<file path="config.mk">
export PLATFORM = sky130hd
export DESIGN_NAME = bresenham_line_rasterizer
export DESIGN_NICKNAME = d
export VERILOG_FILES = /design/src/rtl/core/blr_pkg.sv /design/src/rtl/core/bresenham_line_rasterizer.sv /design/src/rtl/core/blr_front.sv /design/src/rtl/core/blr_queue.sv /design/src/rtl/core/blr_walk.sv /design/src/rtl/core/blr_addr.sv
export VERILOG_INCLUDE_DIRS = /design/src /design/src/rtl/core
export SDC_FILE = /design/constraint.sdc
export NUM_CORES = 2
export LEC_CHECK = 0
export ABC_AREA = 1
export BUFFER_PORTS_ARGS = -buffer_cell sky130_fd_sc_hd__buf_4
export CORE_AREA = 8 8 358 360
export CTS_BUF_LIST = sky130_fd_sc_hd__clkbuf_16
export CTS_CLUSTER_SIZE = 40
export DETAILED_ROUTE_END_ITERATION = 8
export DIE_AREA = 0 0 366 368
export RECOVER_POWER = 100
export SYNTH_ARGS = -nofsm -noshare
export SYNTH_HDL_FRONTEND = slang
export SYNTH_HIERARCHICAL = 1
export SYNTH_SLANG_ARGS = --single-unit
</file>
<file path="constraint.sdc">
create_clock -name aclk -period 9.7 [get_ports aclk]
set_input_delay 0.97 -clock aclk [delete_from_list [all_inputs] [get_ports aclk]]
set_output_delay 0.97 -clock aclk [all_outputs]
set_load 0.005 [all_outputs]
</file>
<file path="src/rtl/core/bresenham_line_rasterizer_defines.svh">
// ----------------------------------------------------------------------------
// Line rasterizer assertion macros
// Shared concurrent checks for the rasterizer core.
// ----------------------------------------------------------------------------
`ifndef BRESENHAM_LINE_RASTERIZER_DEFINES_SVH
`define BRESENHAM_LINE_RASTERIZER_DEFINES_SVH

// same-cycle implication, disabled in reset
`define BLR_ASSERT_IMP(lbl, clk, rst_n, ante, cons) \
    lbl: assert property (@(posedge clk) disable iff (!(rst_n)) (ante) |-> (cons)) \
        else $error("blr check failed");

// next-cycle implication, disabled in reset
`define BLR_ASSERT_NEXT(lbl, clk, rst_n, ante, cons) \
    lbl: assert property (@(posedge clk) disable iff (!(rst_n)) (ante) |=> (cons)) \
        else $error("blr check failed");

`endif

</file>
<file path="src/rtl/core/blr_pkg.sv">
// ----------------------------------------------------------------------------
// Line rasterizer package
// Widths, register map, item kinds and the structs passed between stages.
// ----------------------------------------------------------------------------
package blr_pkg;

    localparam int COORD_BITS = 16;
    localparam int COLOR_W    = 24;
    localparam int ADDR_W     = 27;
    localparam int FW_W       = 13;
    localparam int BPP_W      = 4;
    localparam int PITCH_W    = 16;

    localparam int DX_W  = COORD_BITS + 1;
    localparam int NDY_W = COORD_BITS + 2;
    localparam int ERR_W = COORD_BITS + 3;
    localparam int E2_W  = ERR_W + 1;

    localparam int VCMP_W = COORD_BITS + FW_W;
    localparam int PY_W   = COORD_BITS + PITCH_W;
    localparam int PX_W   = COORD_BITS + BPP_W;
    localparam int SUM_W  = ((PY_W + 1) > ADDR_W) ? (PY_W + 1) : ADDR_W;

    localparam int IN_RAW_W   = 4 * COORD_BITS + COLOR_W;
    localparam int IN_DATA_W  = ((IN_RAW_W + 7) / 8) * 8;
    localparam int OUT_RAW_W  = 2 * COORD_BITS + 1 + ADDR_W + COLOR_W;
    localparam int OUT_DATA_W = ((OUT_RAW_W + 7) / 8) * 8;

    localparam int QUEUE_DEPTH = 2;
    localparam int QPTR_W      = (QUEUE_DEPTH > 1) ? $clog2(QUEUE_DEPTH) : 1;
    localparam int QCNT_W      = $clog2(QUEUE_DEPTH + 1);

    localparam int CFG_DATA_W = 32;
    localparam int PADDR_W    = 4;
    localparam int REG_IDX_W  = 2;

    localparam logic [FW_W-1:0]    FRAME_WIDTH_RST  = FW_W'(1024);
    localparam logic [FW_W-1:0]    FRAME_HEIGHT_RST = FW_W'(1024);
    localparam logic [BPP_W-1:0]   BPP_RST          = BPP_W'(4);
    localparam logic [PITCH_W-1:0] PITCH_RST        = PITCH_W'(4096);

    typedef enum logic [REG_IDX_W-1:0] {
        REG_FRAME_WIDTH  = 2'd0,
        REG_FRAME_HEIGHT = 2'd1,
        REG_BYTES_PER_PX = 2'd2,
        REG_ROW_PITCH    = 2'd3
    } reg_idx_t;

    typedef enum logic {
        KIND_LOAD    = 1'b0,
        KIND_ADVANCE = 1'b1
    } kind_t;

    typedef logic signed [COORD_BITS-1:0] coord_t;

    typedef struct packed {
        logic [FW_W-1:0]    frame_width;
        logic [FW_W-1:0]    frame_height;
        logic [BPP_W-1:0]   bytes_per_pixel;
        logic [PITCH_W-1:0] row_pitch;
    } cfg_t;

    // classified command, line set-up already worked out for loads
    typedef struct packed {
        kind_t                    kind;
        coord_t                   x0;
        coord_t                   y0;
        coord_t                   x1;
        coord_t                   y1;
        logic [DX_W-1:0]          dx;
        logic signed [NDY_W-1:0]  ndy;
        logic                     sxn;
        logic                     syn;
        logic signed [ERR_W-1:0]  err;
        logic [COLOR_W-1:0]       color;
    } cmd_t;

    typedef struct packed {
        coord_t             x;
        coord_t             y;
        logic               vis;
        logic               last;
        logic [COLOR_W-1:0] color;
    } pix_t;

endpackage

</file>
<file path="src/rtl/core/bresenham_line_rasterizer.sv">
// ----------------------------------------------------------------------------
// Bresenham line rasterizer
// All-octant line walker with clipping and framebuffer addressing.
//
//   port group   dir   carries
//   s_*          in    load / advance items (tuser = kind)
//   m_*          out   pixel items (tlast = final pixel of the line)
//   p*           in/out APB register access
//
// One item per clock in and out while the output is not stalled; the walker's
// error update is combinational, so it sets the rate.
// After its item is taken, a pixel passes the input register, queue,
// walker, product stage and output register.
// Synchronous active-low reset; no line is active after reset.
// Output stalls back up through the stages; the queue keeps the input
// side taking items until it fills while the output register holds a pixel.
// ----------------------------------------------------------------------------
module bresenham_line_rasterizer (
    input  logic                           aclk,
    input  logic                           aresetn,
    // tdata: x_start, y_start, x_end, y_end, line_color
    input  logic                           s_tvalid,
    output logic                           s_tready,
    input  logic [blr_pkg::IN_DATA_W-1:0]  s_tdata,
    // tuser: kind
    input  logic                           s_tuser,
    // tdata: pixel_x, pixel_y, visible, byte_address, pixel_color, zero pad
    output logic                           m_tvalid,
    input  logic                           m_tready,
    output logic [blr_pkg::OUT_DATA_W-1:0] m_tdata,
    output logic                           m_tlast,
    input  logic                           psel,
    input  logic                           penable,
    input  logic                           pwrite,
    input  logic [blr_pkg::PADDR_W-1:0]    paddr,
    input  logic [blr_pkg::CFG_DATA_W-1:0] pwdata,
    output logic [blr_pkg::CFG_DATA_W-1:0] prdata,
    output logic                           pready
);
    import blr_pkg::*;

    cfg_t     cfg_reg, cfg_next;
    reg_idx_t reg_idx;
    logic     wr_en;

    logic     f_valid, f_ready;
    cmd_t     f_cmd;
    logic     q_valid, q_ready;
    cmd_t     q_cmd;
    logic     p_valid, p_ready;
    pix_t     p_pix;

    assign pready  = 1'b1;
    assign reg_idx = reg_idx_t'(paddr[PADDR_W-1:2]);
    assign wr_en   = psel && penable && pwrite && pready;

    always_comb begin
        cfg_next = cfg_reg;
        if (wr_en) begin
            case (reg_idx)
                REG_FRAME_WIDTH:  cfg_next.frame_width     = pwdata[FW_W-1:0];
                REG_FRAME_HEIGHT: cfg_next.frame_height    = pwdata[FW_W-1:0];
                REG_BYTES_PER_PX: cfg_next.bytes_per_pixel = pwdata[BPP_W-1:0];
                REG_ROW_PITCH:    cfg_next.row_pitch       = pwdata[PITCH_W-1:0];
                default: ;
            endcase
        end
    end

    always_comb begin
        case (reg_idx)
            REG_FRAME_WIDTH:  prdata = CFG_DATA_W'(cfg_reg.frame_width);
            REG_FRAME_HEIGHT: prdata = CFG_DATA_W'(cfg_reg.frame_height);
            REG_BYTES_PER_PX: prdata = CFG_DATA_W'(cfg_reg.bytes_per_pixel);
            REG_ROW_PITCH:    prdata = CFG_DATA_W'(cfg_reg.row_pitch);
            default:          prdata = '0;
        endcase
    end

    always_ff @(posedge aclk) begin
        if (!aresetn) begin
            cfg_reg.frame_width     <= FRAME_WIDTH_RST;
            cfg_reg.frame_height    <= FRAME_HEIGHT_RST;
            cfg_reg.bytes_per_pixel <= BPP_RST;
            cfg_reg.row_pitch       <= PITCH_RST;
        end else begin
            cfg_reg <= cfg_next;
        end
    end

    blr_front u_front (
        .aclk      (aclk),
        .aresetn   (aresetn),
        .s_tvalid  (s_tvalid),
        .s_tready  (s_tready),
        .s_tdata   (s_tdata),
        .s_tuser   (s_tuser),
        .cmd_valid (f_valid),
        .cmd_ready (f_ready),
        .cmd       (f_cmd)
    );

    blr_queue u_queue (
        .aclk       (aclk),
        .aresetn    (aresetn),
        .push_valid (f_valid),
        .push_ready (f_ready),
        .push_cmd   (f_cmd),
        .pop_valid  (q_valid),
        .pop_ready  (q_ready),
        .pop_cmd    (q_cmd)
    );

    blr_walk u_walk (
        .aclk      (aclk),
        .aresetn   (aresetn),
        .cfg       (cfg_reg),
        .cmd_valid (q_valid),
        .cmd_ready (q_ready),
        .cmd       (q_cmd),
        .pix_valid (p_valid),
        .pix_ready (p_ready),
        .pix       (p_pix)
    );

    blr_addr u_addr (
        .aclk      (aclk),
        .aresetn   (aresetn),
        .cfg       (cfg_reg),
        .pix_valid (p_valid),
        .pix_ready (p_ready),
        .pix       (p_pix),
        .m_tvalid  (m_tvalid),
        .m_tready  (m_tready),
        .m_tdata   (m_tdata),
        .m_tlast   (m_tlast)
    );

endmodule

</file>
<file path="src/rtl/core/blr_front.sv">
// ----------------------------------------------------------------------------
// Line rasterizer front end
// Registers input items, decodes the kind and precomputes line set-up.
// ----------------------------------------------------------------------------
module blr_front (
    input  logic                         aclk,
    input  logic                         aresetn,
    input  logic                         s_tvalid,
    output logic                         s_tready,
    input  logic [blr_pkg::IN_DATA_W-1:0] s_tdata,
    input  logic                         s_tuser,
    output logic                         cmd_valid,
    input  logic                         cmd_ready,
    output blr_pkg::cmd_t                cmd
);
    import blr_pkg::*;

    logic   valid_reg, valid_next;
    cmd_t   cmd_reg, cmd_next;
    coord_t x0, y0, x1, y1;
    logic [DX_W-1:0]         dx;
    logic signed [NDY_W-1:0] ndy;
    logic                    take;

    assign x0 = coord_t'(s_tdata[COORD_BITS-1:0]);
    assign y0 = coord_t'(s_tdata[2*COORD_BITS-1:COORD_BITS]);
    assign x1 = coord_t'(s_tdata[3*COORD_BITS-1:2*COORD_BITS]);
    assign y1 = coord_t'(s_tdata[4*COORD_BITS-1:3*COORD_BITS]);

    assign s_tready = !valid_reg || cmd_ready;
    assign take     = s_tvalid && s_tready;

    always_comb begin
        if (x1 > x0) begin
            dx = DX_W'(x1) - DX_W'(x0);
        end else begin
            dx = DX_W'(x0) - DX_W'(x1);
        end
        if (y1 > y0) begin
            ndy = NDY_W'(y0) - NDY_W'(y1);
        end else begin
            ndy = NDY_W'(y1) - NDY_W'(y0);
        end
    end

    always_comb begin
        cmd_next       = cmd_reg;
        cmd_next.kind  = kind_t'(s_tuser);
        cmd_next.x0    = x0;
        cmd_next.y0    = y0;
        cmd_next.x1    = x1;
        cmd_next.y1    = y1;
        cmd_next.dx    = dx;
        cmd_next.ndy   = ndy;
        cmd_next.sxn   = !(x0 < x1);
        cmd_next.syn   = !(y0 < y1);
        cmd_next.err   = $signed(ERR_W'({1'b0, dx})) + ERR_W'(ndy);
        cmd_next.color = s_tdata[4*COORD_BITS +: COLOR_W];
    end

    always_comb begin
        valid_next = valid_reg;
        if (take) begin
            valid_next = 1'b1;
        end else if (cmd_ready) begin
            valid_next = 1'b0;
        end
    end

    always_ff @(posedge aclk) begin
        if (!aresetn) begin
            valid_reg <= 1'b0;
        end else begin
            valid_reg <= valid_next;
        end
    end

    always_ff @(posedge aclk) begin
        if (take) begin
            cmd_reg <= cmd_next;
        end
    end

    assign cmd_valid = valid_reg;
    assign cmd       = cmd_reg;

endmodule

</file>
<file path="src/rtl/core/blr_queue.sv">
// ----------------------------------------------------------------------------
// Line rasterizer command queue
// Short show-ahead queue between the front end and the walker.
// ----------------------------------------------------------------------------
`include "bresenham_line_rasterizer_defines.svh"

module blr_queue (
    input  logic          aclk,
    input  logic          aresetn,
    input  logic          push_valid,
    output logic          push_ready,
    input  blr_pkg::cmd_t push_cmd,
    output logic          pop_valid,
    input  logic          pop_ready,
    output blr_pkg::cmd_t pop_cmd
);
    import blr_pkg::*;

    cmd_t              mem_reg [QUEUE_DEPTH];
    logic [QPTR_W-1:0] wptr_reg, wptr_next;
    logic [QPTR_W-1:0] rptr_reg, rptr_next;
    logic [QCNT_W-1:0] cnt_reg, cnt_next;
    logic              push, pop;

    assign push_ready = (cnt_reg != QCNT_W'(QUEUE_DEPTH));
    assign pop_valid  = (cnt_reg != '0);
    assign push       = push_valid && push_ready;
    assign pop        = pop_valid && pop_ready;
    assign pop_cmd    = mem_reg[rptr_reg];

    always_comb begin
        wptr_next = wptr_reg;
        rptr_next = rptr_reg;
        cnt_next  = cnt_reg;
        if (push) begin
            wptr_next = (wptr_reg == QPTR_W'(QUEUE_DEPTH - 1)) ? '0 : wptr_reg + 1'b1;
        end
        if (pop) begin
            rptr_next = (rptr_reg == QPTR_W'(QUEUE_DEPTH - 1)) ? '0 : rptr_reg + 1'b1;
        end
        if (push && !pop) begin
            cnt_next = cnt_reg + 1'b1;
        end else if (pop && !push) begin
            cnt_next = cnt_reg - 1'b1;
        end
    end

    always_ff @(posedge aclk) begin
        if (!aresetn) begin
            wptr_reg <= '0;
            rptr_reg <= '0;
            cnt_reg  <= '0;
        end else begin
            wptr_reg <= wptr_next;
            rptr_reg <= rptr_next;
            cnt_reg  <= cnt_next;
        end
    end

    always_ff @(posedge aclk) begin
        if (push) begin
            mem_reg[wptr_reg] <= push_cmd;
        end
    end

    `BLR_ASSERT_IMP(a_cnt_bound, aclk, aresetn, 1'b1, cnt_reg <= QCNT_W'(QUEUE_DEPTH))
    `BLR_ASSERT_NEXT(a_cnt_track, aclk, aresetn, push && !pop, cnt_reg == $past(cnt_reg) + 1'b1)
    `BLR_ASSERT_IMP(a_ptr_gap, aclk, aresetn, cnt_reg == '0, wptr_reg == rptr_reg)

endmodule

</file>
<file path="src/rtl/core/blr_walk.sv">
// ----------------------------------------------------------------------------
// Line rasterizer walker
// Holds the line state and steps one pixel per load or per advance on an active line, with clipping.
// ----------------------------------------------------------------------------
`include "bresenham_line_rasterizer_defines.svh"

module blr_walk (
    input  logic          aclk,
    input  logic          aresetn,
    input  blr_pkg::cfg_t cfg,
    input  logic          cmd_valid,
    output logic          cmd_ready,
    input  blr_pkg::cmd_t cmd,
    output logic          pix_valid,
    input  logic          pix_ready,
    output blr_pkg::pix_t pix
);
    import blr_pkg::*;

    coord_t                  cur_x_reg, cur_x_next, cur_y_reg, cur_y_next;
    coord_t                  end_x_reg, end_y_reg;
    logic [DX_W-1:0]         dx_reg;
    logic signed [NDY_W-1:0] ndy_reg;
    logic                    sxn_reg, syn_reg;
    logic signed [ERR_W-1:0] err_reg, err_next;
    logic [COLOR_W-1:0]      color_reg;
    logic                    active_reg, active_next;
    logic                    pv_reg, pv_next;
    pix_t                    pix_reg, pix_next;

    // working copy: the command's set-up on a load, else the held line
    coord_t                  w_x, w_y, w_ex, w_ey;
    logic [DX_W-1:0]         w_dx;
    logic signed [NDY_W-1:0] w_ndy;
    logic                    w_sxn, w_syn;
    logic signed [ERR_W-1:0] w_err;
    logic [COLOR_W-1:0]      w_color;

    logic signed [E2_W-1:0]  e2;
    logic                    is_load, emit, pop;
    logic                    do_x, do_y, brk_x, brk_y, brk, step_x, step_y;

    assign is_load   = (cmd.kind == KIND_LOAD);
    assign cmd_ready = !pv_reg || pix_ready;
    assign pop       = cmd_valid && cmd_ready;
    assign emit      = is_load || active_reg;

    always_comb begin
        if (is_load) begin
            w_x     = cmd.x0;
            w_y     = cmd.y0;
            w_ex    = cmd.x1;
            w_ey    = cmd.y1;
            w_dx    = cmd.dx;
            w_ndy   = cmd.ndy;
            w_sxn   = cmd.sxn;
            w_syn   = cmd.syn;
            w_err   = cmd.err;
            w_color = cmd.color;
        end else begin
            w_x     = cur_x_reg;
            w_y     = cur_y_reg;
            w_ex    = end_x_reg;
            w_ey    = end_y_reg;
            w_dx    = dx_reg;
            w_ndy   = ndy_reg;
            w_sxn   = sxn_reg;
            w_syn   = syn_reg;
            w_err   = err_reg;
            w_color = color_reg;
        end
    end

    always_comb begin
        e2     = $signed({w_err, 1'b0});
        do_x   = e2 >= E2_W'(w_ndy);
        do_y   = e2 <= $signed(E2_W'({1'b0, w_dx}));
        brk_x  = do_x && (w_x == w_ex);
        brk_y  = !brk_x && do_y && (w_y == w_ey);
        brk    = brk_x || brk_y;
        step_x = do_x && !brk_x;
        step_y = !brk_x && do_y && !brk_y;

        err_next = w_err;
        if (step_x && step_y) begin
            err_next = w_err + ERR_W'(w_ndy) + $signed(ERR_W'({1'b0, w_dx}));
        end else if (step_x) begin
            err_next = w_err + ERR_W'(w_ndy);
        end else if (step_y) begin
            err_next = w_err + $signed(ERR_W'({1'b0, w_dx}));
        end

        cur_x_next = w_x;
        if (step_x) begin
            cur_x_next = w_sxn ? w_x - 1'b1 : w_x + 1'b1;
        end
        cur_y_next = w_y;
        if (step_y) begin
            cur_y_next = w_syn ? w_y - 1'b1 : w_y + 1'b1;
        end
        active_next = !brk;
    end

    always_comb begin
        pix_next.x     = w_x;
        pix_next.y     = w_y;
        pix_next.vis   = !w_x[COORD_BITS-1] && !w_y[COORD_BITS-1]
                      && (VCMP_W'($unsigned(w_x)) < VCMP_W'(cfg.frame_width))
                      && (VCMP_W'($unsigned(w_y)) < VCMP_W'(cfg.frame_height));
        pix_next.last  = brk;
        pix_next.color = w_color;

        pv_next = pv_reg;
        if (pop) begin
            pv_next = emit;
        end else if (pix_ready) begin
            pv_next = 1'b0;
        end
    end

    always_ff @(posedge aclk) begin
        if (!aresetn) begin
            active_reg <= 1'b0;
            pv_reg     <= 1'b0;
        end else begin
            pv_reg <= pv_next;
            if (pop && emit) begin
                active_reg <= active_next;
            end
        end
    end

    always_ff @(posedge aclk) begin
        if (pop && emit) begin
            cur_x_reg <= cur_x_next;
            cur_y_reg <= cur_y_next;
            end_x_reg <= w_ex;
            end_y_reg <= w_ey;
            dx_reg    <= w_dx;
            ndy_reg   <= w_ndy;
            sxn_reg   <= w_sxn;
            syn_reg   <= w_syn;
            err_reg   <= err_next;
            color_reg <= w_color;
            pix_reg   <= pix_next;
        end
    end

    assign pix_valid = pv_reg;
    assign pix       = pix_reg;

    `BLR_ASSERT_NEXT(a_last_ends, aclk, aresetn, pop && emit && brk, !active_reg)
    `BLR_ASSERT_NEXT(a_pop_emits, aclk, aresetn, pop, pv_reg == $past(emit))
    `BLR_ASSERT_NEXT(a_idle_drop, aclk, aresetn, pop && !is_load && !active_reg, !active_reg)

endmodule

</file>
<file path="src/rtl/core/blr_addr.sv">
// ----------------------------------------------------------------------------
// Line rasterizer address stage
// Framebuffer byte address in two steps: products, then sum and output item.
// ----------------------------------------------------------------------------
module blr_addr (
    input  logic                           aclk,
    input  logic                           aresetn,
    input  blr_pkg::cfg_t                  cfg,
    input  logic                           pix_valid,
    output logic                           pix_ready,
    input  blr_pkg::pix_t                  pix,
    output logic                           m_tvalid,
    input  logic                           m_tready,
    output logic [blr_pkg::OUT_DATA_W-1:0] m_tdata,
    output logic                           m_tlast
);
    import blr_pkg::*;

    logic              a_valid_reg, a_valid_next;
    pix_t              a_pix_reg;
    logic [PY_W-1:0]   py_reg;
    logic [PX_W-1:0]   px_reg;
    logic              a_ready;

    logic              o_valid_reg, o_valid_next;
    pix_t              o_pix_reg;
    logic [ADDR_W-1:0] o_addr_reg, addr_next;
    logic [SUM_W-1:0]  sum;

    assign a_ready   = !o_valid_reg || m_tready;
    assign pix_ready = !a_valid_reg || a_ready;

    // clipped pixels carry a zero address
    assign sum       = SUM_W'(py_reg) + SUM_W'(px_reg);
    assign addr_next = a_pix_reg.vis ? sum[ADDR_W-1:0] : '0;

    always_comb begin
        a_valid_next = a_valid_reg;
        if (pix_ready) begin
            a_valid_next = pix_valid;
        end
        o_valid_next = o_valid_reg;
        if (a_ready) begin
            o_valid_next = a_valid_reg;
        end
    end

    always_ff @(posedge aclk) begin
        if (!aresetn) begin
            a_valid_reg <= 1'b0;
            o_valid_reg <= 1'b0;
        end else begin
            a_valid_reg <= a_valid_next;
            o_valid_reg <= o_valid_next;
        end
    end

    always_ff @(posedge aclk) begin
        if (pix_ready && pix_valid) begin
            a_pix_reg <= pix;
            py_reg    <= PY_W'($unsigned(pix.y)) * PY_W'(cfg.row_pitch);
            px_reg    <= PX_W'($unsigned(pix.x)) * PX_W'(cfg.bytes_per_pixel);
        end
        if (a_ready && a_valid_reg) begin
            o_pix_reg  <= a_pix_reg;
            o_addr_reg <= addr_next;
        end
    end

    assign m_tvalid = o_valid_reg;
    assign m_tlast  = o_pix_reg.last;
    assign m_tdata  = OUT_DATA_W'({o_pix_reg.color, o_addr_reg, o_pix_reg.vis,
                                   o_pix_reg.y, o_pix_reg.x});

endmodule

</file>
==> summary.md <==
| Metric | Value |
|---|---|
| Fraction of layout cells with a size suffix above 1 | 9.08% |
| Setup TNS | 0 ns |
| Largest area contributor in the netlist | edfxtp_1 |
| Site Rows | 129 |
| Synth top area share | 44.1% |
| Critical Path End Type | flop |
| Die Span Y | 368 µm |
| # fillers | approximately 12000 |
| I/O pin total | around 260 |
| Most used cell, CP | clkbuf_1 |
| Residual DRC | 0 |
| Slowest-stage cell, CP | clkbuf_1 |
| Detailed Route WL | 146 mm |
| Leakage power | 0.0273 µW |
| Net Switching | about 9000 µW |
| Synth-to-Final Area Change | 10.2% |
| Min Clock Period, post-route | 7.63 ns |
| Critical path's top delay family | buffers and inverters |
| Critical path, cell by cell | mux2_4, inv_4, or2_2, nand3_1, clkbuf_1, inv_6, clkbuf_1 |
| Hold Path Stages | 0 |
| Final Max Tran Viols | 878 |
| Routability Congestion | roughly 0.94 |
| Final setup vio count | 0 |
| Crit-path max FO | 96 |
| Crit Path Class | reg2reg |
| Nets | 6605 |
| Required @ worst endpoint | 9.91 ns |
| Initial Util | about 45% |
| GR Util All Layers | a little over a fifth |
| Peak Freq | ~130 MHz |
| Sequential area share after synthesis | 46.1% |
| First-pass GRT wire length | 225 mm |
| Comb pwr share | 52.5% |
| Worst-path clk slew | 0.07 ns |
| CTS tree | done |
| Final period util | 78.7% |
| Sw Ratio | 44.9% |
| Inserted Clock Buffers | 95 |
| HP Class | reg2reg |
| Max_slew headroom | -370% |
| RSZ-0062 raised after global routing | false |
| Detail-routed via count per cell | ~5.1 |
| Hold endpoint | u_addr/m_tdata[64] |
| Hold wc startpoint | u_addr/a_pix_reg[4] |
| VDD IR max | 0.242 mV |
| Pin count of the biggest net entering global routing | approximately 140 |
| Clock Power Share | 17.8% |
| Power per cell area | between 300 and 400 nW/µm² |
| Reg2Reg Depth | 7 |
| Pint | about 11000 µW |
| Slowest Stage Delay on Critical Path | roughly 2.8 ns |
| Synth unique cells | 73 |
| Drt initial violations | 2669 |
| DRT Pass-1 Iters | 6 |
| Failing checks | capacitance limit, slew limit |
| # Max-Cap Violations | 16 |
| Max reg flops | 290 |
| Reg-to-reg endpoint | u_walk/cur_x_reg[4] |
| Power after layout | roughly 20000 µW |
| Number of enable flip-flop cells after synthesis | 802 |
| Wire length per cell | 19.2 µm |
| Fin. Hold Viols | 0 |
| Total global routing overflow | 0 |
| Max Buffers Root-to-Sink | 3 |
| Die Wd | 366 µm |
| Most common flop cell mapped by yosys | edfxtp_1 |
| Worst setup SP type | flop |
| Worst Skew | 0.0473 ns |
| Htree depth | 3 |
| Cts hold-fix bufs | 0 |
| CTS resizes | 0 |
| # diodes | 0 |
| CP arrival | 7.84 ns |
| Clk sinks | 858 |
| Cells after Synth | 5712 |
| Average size of a mapped cell | 9.57 µm² |
| Port bufs | about 220 |
| Full die area | 135000 µm² |
| Status | finished with violations |
| Post-detail-place hpwl | 111 mm |
| Pre-CTS setup slack | approximately 3.5 ns |
| DRT antenna net count | 0 |
| Buffers and inverters on the worst path | 4 |
| Synth Register Bits | between 800 and 900 |
| Min Hold Slack | 0.417 ns |
| Yosys warns | 6 |
| Most frequent cell after synthesis | nand2_1 |
| Postcts setup bufs | 0 |
| Vias in the first global route | ~39000 |
| CTS root buffer | clkbuf_16 |
| Most frequent cells after synthesis | nand2_1 (1407), inv_1 (943), edfxtp_1 (802), nor2_1 (349), ha_1 (347) |
| Least-Margin Pin Slew | 7.04 ns |
| Setup ws final | slightly above 2 ns |
| Clock latency at the later pin of the worst-skew pair | 0.71 ns |
| Synth async-reset ratio | 0% |
| Reg power frac | slightly below 30% |
| Core box area | 123000 µm² |
| Synth area leaders | edfxtp_1 (44%), nand2_1 (9.7%), fa_1 (8.2%), ha_1 (7.9%), inv_1 (6.5%) |
| Post-Syn Area | 54600 µm² |
| Initial antenna violation count | 2 |
| Vias | a little under 40000 |
| Reg2Reg Setup Slack | about 2.1 ns |
-- placed cells by master (no fill, tap or decap), types with 14 or more instances in the layout --
cell type and count:
inv_1 960, nor2_2 15, o21ai_0 235, nor2_1 353, nand4_1 52, buf_4 34, mux2_4 51, conb_1 21
fa_1 225, or2_2 49, clkbuf_1 118, a31oi_1 14, nand2_1 1425, xnor2_1 48, mux2_2 93, o21ai_1 21
clkinv_1 24, edfxtp_1 802, clkbuf_4 91, clkinv_2 14, dfxtp_1 56, xor2_1 109, ha_1 347, o21bai_1 19
nand2_2 28, a21oi_1 264, clkbuf_16 95, nand3_1 209, nor3_1 30, a21o_1 20
-- metal layers --
metal / track usage (%) / part of all wire [%] / up-vias
met5: 0 / 0.0075 / -
met4: 5.35 / 2.5 / 2
met3: 2.88 / 4.6 / 179
met2: 36.8 / 48 / 937
met1: 28.4 / 45 / 18700
li1: - / - / 19000
-- kinds of logic (layout without fill, tap and decap cells) --
logic type / after synthesis / after routing / synth area share [%]
buffers and inverters: 1133 / 1381 / 8.31
and+or+nand+nor: 2193 / 2193 / 16.8
muxes: 147 / 147 / 3.39
DFF: 858 / 858 / 46.1
AOI/OAI and AO/OA: 649 / 649 / 6.67
other: 3 / 21 / 0.0206
adders and majority gates: 572 / 572 / 16.2
xor gates and xnor gates: 157 / 157 / 2.52
-- power groups by stage --
| stage | combinational, µW | sequential [µW] | clock, µW |
|---|---|---|---|
| 3_5_place_dp | 10600 | 5980 | 0 |
| 4_1_cts | 10700 | 5920 | 3690 |
| 6_report | 10600 | 5960 | 3590 |
| 5_1_grt | 11900 | 6040 | 3820 |
| 3_3_place_gp | 10500 | 5960 | 0 |
| 2_1_floorplan | 7810 | 5710 | 0 |
-- final cells by class --
cell class	instances	area, µm²	share of cell area (%)
multi-input cells	3739	24800	41.2
inverters	960	3610	6.00
well taps	1637	2050	3.40
repair buffers	247	1420	2.36
flip-flops and latches	858	25200	41.9
clock buffers	95	2380	3.95
clock inverters	79	759	1.26
-- worst register-to-register path: cells and delay by family, from the launching register on --
family | cells | cell delay (ns)
buffers and inverters | 4 | 4.53
flip-flops | 1 | 1.71
multiplexers | 1 | 0.52
AND/OR/NAND/NOR | 2 | 0.29
-- metrics by stage --
| step | util [%] | instance area, µm² | std cells |
|---|---|---|---|
| global route | 49.1 | 60200 | 7615 |
| CTS | 49.7 | 60900 | 7615 |
| global placement | 47.1 | 57800 | 7441 |
| finish | 49.1 | 60200 | 7615 |
| floorplan | - | 54700 | 5730 |
| detailed placement | 47.1 | 57800 | 7441 |
-- worst max-delay path by stage --
stage,from,slack (ns),end,depth (start not counted)
global placement,cfg_reg[12],3.52,u_addr/py_reg[26],20
detailed placement,cfg_reg[12],3.53,u_addr/py_reg[17],17
global route,flop,1.62,u_walk/cur_x_reg[10],7
CTS,flop,3.49,u_walk/err_reg[17],21
finish,flop,2.07,u_walk/cur_x_reg[4],7
floorplan,s_tvalid,1.07,u_front/cmd[0],2
No activity file was read; power rests on OpenSTA's default activity.
